[config.mk]
export PLATFORM = sky130hd
export DESIGN_NAME = weighted_target_node_selector
export DESIGN_NICKNAME = d
export VERILOG_FILES = /design/src/hdl/wtns_pkg.sv /design/src/hdl/wtns_ram.sv /design/src/hdl/wtns_div.sv /design/src/hdl/weighted_target_node_selector.sv
export SDC_FILE = /design/constraint.sdc
export NUM_CORES = 2
export LEC_CHECK = 0
export BUFFER_PORTS_ARGS = -buffer_cell sky130_fd_sc_hd__buf_2
export CORE_MARGIN = 1
export CORE_UTILIZATION = 35
export DETAILED_ROUTE_END_ITERATION = 7
export GPL_ROUTABILITY_DRIVEN = 0
export GPL_TIMING_DRIVEN = 1
export PLACE_DENSITY_LB_ADDON = 0.05
export SLEW_MARGIN = 25
export SYNTH_ARGS = -nofsm -noshare
export SYNTH_HDL_FRONTEND = slang
export SYNTH_SLANG_ARGS = --single-unit
export TNS_END_PERCENT = 100
[constraint.sdc]
create_clock -name clock -period 18 [get_ports clock]
set_clock_uncertainty 0.1 [all_clocks]
set_input_delay 1.8 -clock clock [delete_from_list [all_inputs] [get_ports clock]]
set_output_delay 1.8 -clock clock [all_outputs]
set_load 0.01 [all_outputs]
[src/hdl/wtns_pkg.sv]
`timescale 1ns / 1ps
package wtns_pkg;

   localparam int unsigned Q16_ONE = 65536;
   localparam int unsigned REC_SAT = 15;

   // Configuration register indexes.
   localparam logic [2:0] CSR_PRESSURE_LIMIT  = 3'd0;
   localparam logic [2:0] CSR_BANDWIDTH_LIMIT = 3'd1;
   localparam logic [2:0] CSR_DISTANCE_WEIGHT = 3'd2;
   localparam logic [2:0] CSR_PRESSURE_WEIGHT = 3'd3;
   localparam logic [2:0] CSR_BW_WEIGHT       = 3'd4;
   localparam logic [2:0] CSR_WEIGHTED_MODE   = 3'd5;

   localparam logic ACTION_START  = 1'b0;
   localparam logic ACTION_RECORD = 1'b1;

   typedef struct packed {
      logic        action;
      logic [39:0] object_bytes;
      logic [2:0]  home_node;
      logic [2:0]  node_index;
      logic [7:0]  node_distance;
      logic [16:0] pressure_q16;
      logic [47:0] free_bytes;
      logic [16:0] bandwidth_q16;
      logic        last_record;
   } req_type;

   typedef struct packed {
      logic       found;
      logic [2:0] target_node;
   } rsp_type;

   // One stored candidate: node, distance, pressure, bandwidth.
   typedef struct packed {
      logic [2:0]  node;
      logic [7:0]  distance;
      logic [16:0] pressure;
      logic [16:0] bandwidth;
   } cand_type;

endpackage

[src/hdl/wtns_ram.sv]
`timescale 1ns / 1ps
module wtns_ram #(
   parameter int WIDTH = 8,
   parameter int DEPTH = 8
) (
   input  logic                     clock,
   input  logic                     wr_en,
   input  logic [$clog2(DEPTH)-1:0] wr_addr,
   input  logic [WIDTH-1:0]         wr_data,
   input  logic [$clog2(DEPTH)-1:0] rd_addr,
   output logic [WIDTH-1:0]         rd_data
);

   logic [WIDTH-1:0] mem [DEPTH];

   // Single write port, registered read port.
   always_ff @(posedge clock) begin
      if (wr_en) begin
         mem[wr_addr] <= wr_data;
      end
      rd_data <= mem[rd_addr];
   end

endmodule

[src/hdl/wtns_div.sv]
`timescale 1ns / 1ps
// Restoring divider: 33-bit dividend (value << 16), 17-bit divisor, one quotient bit
// per cycle. Quotient fits in 33 bits.
module wtns_div (
   input  logic        clock,
   input  logic        reset,
   input  logic        start,
   input  logic [32:0] dividend,
   input  logic [16:0] divisor,
   output logic        done,
   output logic [32:0] quotient
);

   logic [32:0] quot_ff, quot_in;
   logic [17:0] rem_ff, rem_in;
   logic [16:0] dvs_ff, dvs_in;
   logic [5:0]  cnt_ff, cnt_in;
   logic        busy_ff, busy_in;
   logic        done_ff, done_in;
   logic [17:0] trial;
   logic [18:0] diff;

   assign trial = {rem_ff[16:0], quot_ff[32]};
   assign diff  = {1'b0, trial} - {2'b00, dvs_ff};

   always_comb begin
      quot_in = quot_ff;
      rem_in  = rem_ff;
      dvs_in  = dvs_ff;
      cnt_in  = cnt_ff;
      busy_in = busy_ff;
      done_in = 1'b0;
      if (start) begin
         quot_in = dividend;
         rem_in  = '0;
         dvs_in  = divisor;
         cnt_in  = 6'd33;
         busy_in = 1'b1;
      end else if (busy_ff) begin
         // Shift one dividend bit into the remainder and try a subtract.
         if (!diff[18]) begin
            rem_in  = diff[17:0];
            quot_in = {quot_ff[31:0], 1'b1};
         end else begin
            rem_in  = trial;
            quot_in = {quot_ff[31:0], 1'b0};
         end
         cnt_in = cnt_ff - 6'd1;
         if (cnt_ff == 6'd1) begin
            busy_in = 1'b0;
            done_in = 1'b1;
         end
      end
   end

   always_ff @(posedge clock) begin
      if (reset) begin
         busy_ff <= 1'b0;
         done_ff <= 1'b0;
         cnt_ff  <= '0;
      end else begin
         busy_ff <= busy_in;
         done_ff <= done_in;
         cnt_ff  <= cnt_in;
      end
      quot_ff <= quot_in;
      rem_ff  <= rem_in;
      dvs_ff  <= dvs_in;
   end

   assign done     = done_ff;
   assign quotient = quot_ff;

endmodule

[src/hdl/weighted_target_node_selector.sv]
`timescale 1ns / 1ps
// Weighted target node selector.
// The request channel (req_valid, req_stall, req_payload) carries start
// transactions, which latch the object size and home node, and node record
// transactions. Records that pass the home, pressure, bandwidth and free
// space tests are written into the candidate memory while it has room. Start
// and non-last record transactions are taken one per cycle, back to back.
// The record marked last triggers a scoring pass: each candidate is read
// back, its three ratios to the tracked maxima are formed by one shared
// serial divider, scored and compared, and req_stall stays high from the
// last record until the response is loaded.
// Exactly one response transaction (rsp_valid, rsp_stall, rsp_payload) is
// produced per last record; found is 0 with fewer than two records or no
// candidate. The response is held in an output register while rsp_stall is
// high, and new requests are taken meanwhile; the next decision waits for
// it to leave. Configuration writes on csr_* belong between transactions.
// A synchronous reset restores register defaults and clears the
// collection; the candidate memory needs no clearing.
module weighted_target_node_selector #(
   parameter int MAX_NODES = 8
) (
   input  logic                    clock,
   input  logic                    reset,
   input  logic                    req_valid,
   output logic                    req_stall,
   input  wtns_pkg::req_type       req_payload,
   output logic                    rsp_valid,
   input  logic                    rsp_stall,
   output wtns_pkg::rsp_type       rsp_payload,
   input  logic                    csr_write_en,
   input  logic [2:0]              csr_index,
   input  logic [6:0]              csr_data
);

   import wtns_pkg::*;

   localparam int AW = (MAX_NODES > 1) ? $clog2(MAX_NODES) : 1;
   localparam int CW = $clog2(MAX_NODES + 1);
   localparam int CANDW = $bits(cand_type);

   typedef enum logic [2:0] {
      ST_IDLE, ST_READ, ST_DIV, ST_SCORE, ST_NEXT, ST_OUT
   } state_type;

   // Configuration registers.
   logic [6:0] p_lim_ff, b_lim_ff, d_wt_ff, p_wt_ff, b_wt_ff;
   logic       mode_ff;

   always_ff @(posedge clock) begin
      if (reset) begin
         p_lim_ff <= 7'd80;
         b_lim_ff <= 7'd90;
         d_wt_ff  <= 7'd50;
         p_wt_ff  <= 7'd30;
         b_wt_ff  <= 7'd20;
         mode_ff  <= 1'b1;
      end else if (csr_write_en) begin
         case (csr_index)
            CSR_PRESSURE_LIMIT:  p_lim_ff <= csr_data;
            CSR_BANDWIDTH_LIMIT: b_lim_ff <= csr_data;
            CSR_DISTANCE_WEIGHT: d_wt_ff  <= csr_data;
            CSR_PRESSURE_WEIGHT: p_wt_ff  <= csr_data;
            CSR_BW_WEIGHT:       b_wt_ff  <= csr_data;
            CSR_WEIGHTED_MODE:   mode_ff  <= csr_data[0];
            default: ;
         endcase
      end
   end

   // Control and collection state.
   state_type   state_ff;
   logic [CW-1:0] cnt_ff;
   logic [3:0]  seen_ff;
   logic [7:0]  maxd_ff;
   logic [16:0] maxp_ff, maxb_ff;
   logic [39:0] size_ff;
   logic [2:0]  home_ff;
   logic [CW-1:0] k_ff;
   logic [1:0]  ratio_ff;
   logic [16:0] md_ff, mp_ff, mb_ff;
   logic [39:0] score_ff, best_score_ff;
   logic [2:0]  lead_node_ff;
   logic        div_go_ff;
   logic        rsp_valid_ff;
   rsp_type     rsp_ff;
   rsp_type     pick_ff;

   // Record filtering.
   logic        accept;
   logic        surv;
   logic [23:0] p_x100, b_x100, p_lim_q, b_lim_q;
   logic [23:0] maxp_x100, maxb_x100;

   assign accept = req_valid && !req_stall;
   assign p_x100 = 24'(req_payload.pressure_q16) * 24'd100;
   assign b_x100 = 24'(req_payload.bandwidth_q16) * 24'd100;
   assign p_lim_q = {1'b0, p_lim_ff, 16'd0};
   assign b_lim_q = {1'b0, b_lim_ff, 16'd0};
   assign surv = (req_payload.node_index != home_ff) && (p_x100 < p_lim_q)
      && (b_x100 < b_lim_q) && (req_payload.free_bytes >= {7'd0, size_ff, 1'b0});
   assign maxp_x100 = 24'(maxp_ff) * 24'd100;
   assign maxb_x100 = 24'(maxb_ff) * 24'd100;

   // Candidate memory.
   logic         wr_en;
   cand_type     wr_cand, rd_cand;
   logic [CANDW-1:0] rd_raw;
   assign wr_en = accept && req_payload.action == ACTION_RECORD && surv
      && cnt_ff < CW'(MAX_NODES);
   assign wr_cand = '{node: req_payload.node_index, distance: req_payload.node_distance,
      pressure: req_payload.pressure_q16, bandwidth: req_payload.bandwidth_q16};
   assign rd_cand = cand_type'(rd_raw);

   wtns_ram #(.WIDTH(CANDW), .DEPTH(MAX_NODES)) u_cand (
      .clock   (clock),
      .wr_en   (wr_en),
      .wr_addr (cnt_ff[AW-1:0]),
      .wr_data (wr_cand),
      .rd_addr (k_ff[AW-1:0]),
      .rd_data (rd_raw)
   );

   // Shared divider.
   logic [32:0] div_dividend, div_q;
   logic [16:0] div_divisor;
   logic        div_done;
   cand_type    cur_ff;
   always_comb begin
      case (ratio_ff)
         2'd0: begin
            div_dividend = {9'd0, cur_ff.distance, 16'd0};
            div_divisor  = md_ff;
         end
         2'd1: begin
            div_dividend = {cur_ff.pressure, 16'd0};
            div_divisor  = mp_ff;
         end
         default: begin
            div_dividend = {cur_ff.bandwidth, 16'd0};
            div_divisor  = mb_ff;
         end
      endcase
   end

   wtns_div u_div (
      .clock    (clock),
      .reset    (reset),
      .start    (div_go_ff),
      .dividend (div_dividend),
      .divisor  (div_divisor),
      .done     (div_done),
      .quotient (div_q)
   );

   assign req_stall = (state_ff != ST_IDLE);
   assign rsp_valid = rsp_valid_ff;
   assign rsp_payload = rsp_ff;

   // Score products: one weighted product per divider result in weighted mode, the plain ratio otherwise.
   logic [31:0] prod;
   logic [6:0]  wsel;
   always_comb begin
      case (ratio_ff)
         2'd0:    wsel = d_wt_ff;
         2'd1:    wsel = p_wt_ff;
         default: wsel = b_wt_ff;
      endcase
      prod = mode_ff ? 32'(div_q) * 32'(wsel) : 32'(div_q);
   end

   always_ff @(posedge clock) begin
      if (reset) begin
         state_ff     <= ST_IDLE;
         cnt_ff       <= '0;
         seen_ff      <= '0;
         maxd_ff      <= '0;
         maxp_ff      <= '0;
         maxb_ff      <= '0;
         size_ff      <= '0;
         home_ff      <= '0;
         rsp_valid_ff <= 1'b0;
         div_go_ff    <= 1'b0;
         k_ff         <= '0;
         ratio_ff     <= '0;
      end else begin
         div_go_ff <= 1'b0;
         // The output register loads a decision once the previous one has left.
         if (state_ff == ST_OUT && (!rsp_valid_ff || !rsp_stall)) begin
            rsp_valid_ff <= 1'b1;
         end else if (rsp_valid_ff && !rsp_stall) begin
            rsp_valid_ff <= 1'b0;
         end
         case (state_ff)
            ST_IDLE: begin
               if (accept && req_payload.action == ACTION_START) begin
                  size_ff <= req_payload.object_bytes;
                  home_ff <= req_payload.home_node;
                  cnt_ff  <= '0;
                  seen_ff <= '0;
                  maxd_ff <= '0;
                  maxp_ff <= '0;
                  maxb_ff <= '0;
               end else if (accept) begin
                  if (seen_ff < 4'(REC_SAT)) seen_ff <= seen_ff + 4'd1;
                  if (wr_en) begin
                     cnt_ff <= cnt_ff + CW'(1);
                     if (req_payload.node_distance > maxd_ff)
                        maxd_ff <= req_payload.node_distance;
                     if (req_payload.pressure_q16 > maxp_ff)
                        maxp_ff <= req_payload.pressure_q16;
                     if (req_payload.bandwidth_q16 > maxb_ff)
                        maxb_ff <= req_payload.bandwidth_q16;
                  end
                  if (req_payload.last_record) begin
                     k_ff     <= '0;
                     state_ff <= ST_READ;
                  end
               end
            end
            ST_READ: begin
               // Maxima and counts are final now; pick divisors while entry k is read.
               if (seen_ff < 4'd2 || cnt_ff == '0) begin
                  pick_ff  <= '{found: 1'b0, target_node: 3'd0};
                  state_ff <= ST_OUT;
               end else begin
                  md_ff    <= (maxd_ff == 8'd0) ? 17'd1 : {9'd0, maxd_ff};
                  mp_ff    <= (maxp_x100 < 24'(Q16_ONE)) ? 17'(Q16_ONE) : maxp_ff;
                  mb_ff    <= (maxb_x100 < 24'(Q16_ONE)) ? 17'(Q16_ONE) : maxb_ff;
                  state_ff <= ST_NEXT;
               end
            end
            ST_NEXT: begin
               // Memory data for entry k arrives this cycle.
               cur_ff    <= rd_cand;
               ratio_ff  <= 2'd0;
               score_ff  <= '0;
               div_go_ff <= 1'b1;
               state_ff  <= ST_DIV;
            end
            ST_DIV: begin
               if (div_done) begin
                  score_ff <= score_ff + 40'(prod);
                  if (ratio_ff == 2'd2) begin
                     state_ff <= ST_SCORE;
                  end else begin
                     ratio_ff  <= ratio_ff + 2'd1;
                     div_go_ff <= 1'b1;
                  end
               end
            end
            ST_SCORE: begin
               if (k_ff == '0 || score_ff < best_score_ff) begin
                  best_score_ff <= score_ff;
                  lead_node_ff  <= cur_ff.node;
               end
               if (k_ff + CW'(1) >= cnt_ff) begin
                  pick_ff  <= '{found: 1'b1,
                     target_node: (k_ff == '0 || score_ff < best_score_ff)
                        ? cur_ff.node : lead_node_ff};
                  state_ff <= ST_OUT;
               end else begin
                  // Go back through the read state so the next entry is fetched.
                  k_ff     <= k_ff + CW'(1);
                  state_ff <= ST_READ;
               end
            end
            ST_OUT: begin
               if (!rsp_valid_ff || !rsp_stall) begin
                  rsp_ff   <= pick_ff;
                  cnt_ff   <= '0;
                  seen_ff  <= '0;
                  maxd_ff  <= '0;
                  maxp_ff  <= '0;
                  maxb_ff  <= '0;
                  state_ff <= ST_IDLE;
               end
            end
            default: state_ff <= ST_IDLE;
         endcase
      end
   end

endmodule
==> impl_metrics.toml <==
[layout]
fin_nets = 5025
fillers = 12991
drive_gt1_share_pct = 12.9
areaGrowthSynthToFinish_pct = 13.1

[grt]
antenna_found_initial = 17
globalRouteMet2Util_pct = 32.0
grt_max_degree = 80
use_met1_pct = 25.4
top_usage_layer = "met2"
grt_use_met3_pct = 2.74
grt_pass1_vias = 30973
grt_pass1_wl_mm = 195
gr-usage-all-layers_pct = 19.1
grt-ovfl-total = 0

[floorplanning]
die_h_um = 368
ios = 159
die_x_um = 368
rows = 134
fp.dieArea_um2 = 136000
fp.coreArea_um2 = 133000
start_util_pct = 35.2

[cts]
clk_latency_ns = 0.70
postCtsSetupRepairBufs = 0
clk_pin_slew_worst_paths_ns = 0.05
clockRootBuffer = "clkbuf_16"
cts_tree = "done"
htreeDepth = 3
numCtsBuffers = 95
cts_resized = 0
cts.sinks = 798
holdBufCountCts = 0
cts_buffer_depth = 3

[setup_path]
reg2regPathDepth = 35
path_max_fanout = 58
slowest_stage = "nor2_4"
arrival_ns = 9.84
crit_required_ns = 18.44
startpoint_type = "flip-flop"
critical_path_class = "flip-flop to flip-flop"
cpPeakStageDelay_ns = 0.57
end_kind = "flip-flop"

[synthesis]
synth_ff_type = "edfxtp_1"
syn_avg_cell_area_um2 = 11.5
synth_area_leaders = "edfxtp_1 38%, ha_1 12%, dfxtp_1 9.0%, fa_1 7.6%, mux4_2 4.3%"
synth_cell_type_count = 83
async_flop_share_pct = 0
synth_area_um2 = 47000
syn_nets = 4867
synth_top_cell_area_share_pct = 37.6
yosys_register_bits = 798
netlist_instances = 4083
synth_edf_count = 588
yosys.area.top_type = "edfxtp_1"
yosys_warnings = 0
yosysSeqAreaShare_pct = 46.6

[sta]
period_needed_ns = 9.40
rsz0062_at_grt = "no"
fin_crit_sh_pct = 52.2
tightest_slew_ns = 1.04
setup_viol = 0
timing_hold_violations_final = 0
fmax_mhz = 106
setup_ws_ns = 8.60
max_slew_margin_pct = 30.9
slew_viol_final = 0
setup_tns_ns = 0
timing.hold.ws_ns = 0.302

[placement]
dpl.hpwl_mm = 88.5
portBuffers = 158
place_ws_ns = 8.30

[outcome]
status = "complete, no violations"

[route]
drc = 0
drt_wl_total_mm = 128
postRouteAntennaNets = 0
viasPerCell = 4.97
drt_iter0_drc = 1552
wire_per_inst_um = 21.0
drtPass1Iterations = 6
num_vias = 30310

[power]
vdd_drop_max_mv = 0.0821
power.leakage_uw = 0.0216
finalPower_uw = 5370
cellPowerDensity_nw_per_um2 = 101

[worst_hold_path]
holdPathStages = 0
hold_class = "flip-flop to flip-flop"

[job]
cap_violations = 0
## power by group
part / internal (µW) / switching (µW) / leakage [µW] / total [µW]
Clock: 1170 / 812 / 0.00158 / 1990
Combinational: 547 / 765 / 0.0129 / 1310
Sequential: 2030 / 44.9 / 0.00712 / 2070
## cell usage after synthesis, drive strengths merged, types with 5 or more instances
library cell  count
o211ai           34
nor3             36
nand2           380
o21ai            86
o31a              6
nand2b           38
o21a             24
o31ai             8
a21boi            5
edfxtp          588
o21bai           12
fa              178
a21oi           250
inv             526
xor2             38
dfxtp           210
a31oi            17
and4              6
o2111ai           7
mux2i            56
nor4             12
a211oi           23
nand3            59
or2               6
a21o             72
clkbuf          106
and3             16
ha              453
nor2            193
and2            173
nor2b            39
xnor2            69
buf              33
a22oi            25
a2111oi           5
mux4             90
mux2             76
nand4            33
or3              13
a41o              6
nor3b            14
## worst max-delay path, delay by kind of cell, from the launching register on
family / cells / cell delay (ns)
xor gates and xnor gates: 1 / 0.13
muxes: 1 / 0.30
DFF: 1 / 0.35
adders and majority gates: 7 / 2.96
AOI/OAI and AO/OA: 13 / 2.97
and+or+nand+nor: 7 / 1.55
buffers and inverters: 6 / 0.84
## cell usage in the layout (no fill, tap or decap), types with 10 or more instances in the layout
cell and count:
edfxtp_1 588, and2_1 172, xor2_1 38, a22oi_1 24, nor3_2 10, ha_1 452
nor2b_1 39, clkbuf_1 23, fa_1 178, o21ai_0 81, a21o_1 71, o21bai_1 12
nand3_1 59, buf_4 44, a21oi_1 249, dfxtp_1 206, buf_2 157, nor2_1 188
nor4_1 12, clkinv_2 11, or3_1 13, nand2_1 379, nor3b_1 12, and3_1 14
clkbuf_8 17, inv_1 526, nand2b_1 38, mux2i_1 56, o21a_1 23, nor3_1 26
clkbuf_16 96, mux4_2 90, a31oi_1 17, a211oi_1 22, o211ai_1 34, nand4_1 33
xnor2_1 69, mux2_2 76
## layout make-up
type	instances	area, µm²	share of cell area [%]
Antenna cell	6	15.0	0.0283
Clock buffer	136	2720	5.13
Clock inverter	41	520	0.981
Inverter	528	1980	3.73
Multi-Input combinational cell	2617	22600	42.7
Sequential cell	798	21900	41.2
Tap cell	1768	2210	4.17
Timing Repair Buffer	201	1120	2.10
## path summary, 6_finish.rpt
check,startpoint,to,slack (ns)
worst max-delay path,ratio_ff[1],score_ff[39],8.60
worst min-delay path,u_cand.rd_data[42],cur_ff[42],0.30
worst max register to register,ratio_ff[1],score_ff[39],8.60
worst min register to register,u_cand.rd_data[42],cur_ff[42],0.30
## kinds of logic after synthesis
group / Yosys count / synth area share [%]
AOI/OAI and AO/OA: 624 / 8.41
xor gates and xnor gates: 107 / 2.00
adders and majority gates: 631 / 19.7
buffers and inverters: 668 / 5.42
DFF: 798 / 46.6
muxes: 222 / 7.33
and+or+nand+nor: 1033 / 10.6
## stage by stage
stage / cell area [µm²] / std cells / utilization [%]
6_report: 53100 / 6095 / 39.8
5_1_grt: 53100 / 6093 / 39.8
4_1_cts: 53100 / 6089 / 39.8
3_5_place_dp: 49800 / 5912 / 37.4
3_3_place_gp: 49800 / 5912 / 37.4
2_1_floorplan: 47000 / 4083 / -
## metal layers
| metal | vias up | wire length (µm) |
|---|---|---|
| met1 | 15061 | 58500 |
| met2 | 418 | 61800 |
| li1 | 14643 | - |
| met5 | - | 45 |
| met4 | 8 | 3620 |
| met3 | 180 | 4260 |
## registers in the layout, indices dropped and copies added (netlist names), 6 cells and up
| name | flops |
|---|---|
| u_cand.rd_data | 45 |
| u_div.dvs_ff | 17 |
| score_ff | 40 |
| mp_ff | 17 |
| md_ff | 8 |
| best_score_ff | 40 |
| u_div.quotient | 33 |
| u_div.rem_ff | 17 |
| maxd_ff | 8 |
| mb_ff | 17 |
| b_wt_ff | 7 |
| u_cand.mem | 360 |
| b_lim_ff | 7 |
| cur_ff | 45 |
| maxb_ff | 17 |
| u_div.cnt_ff | 6 |
| d_wt_ff | 7 |
| maxp_ff | 17 |
| size_ff | 40 |
| p_lim_ff | 7 |
| p_wt_ff | 7 |
Power figures use the tool's default switching activity.
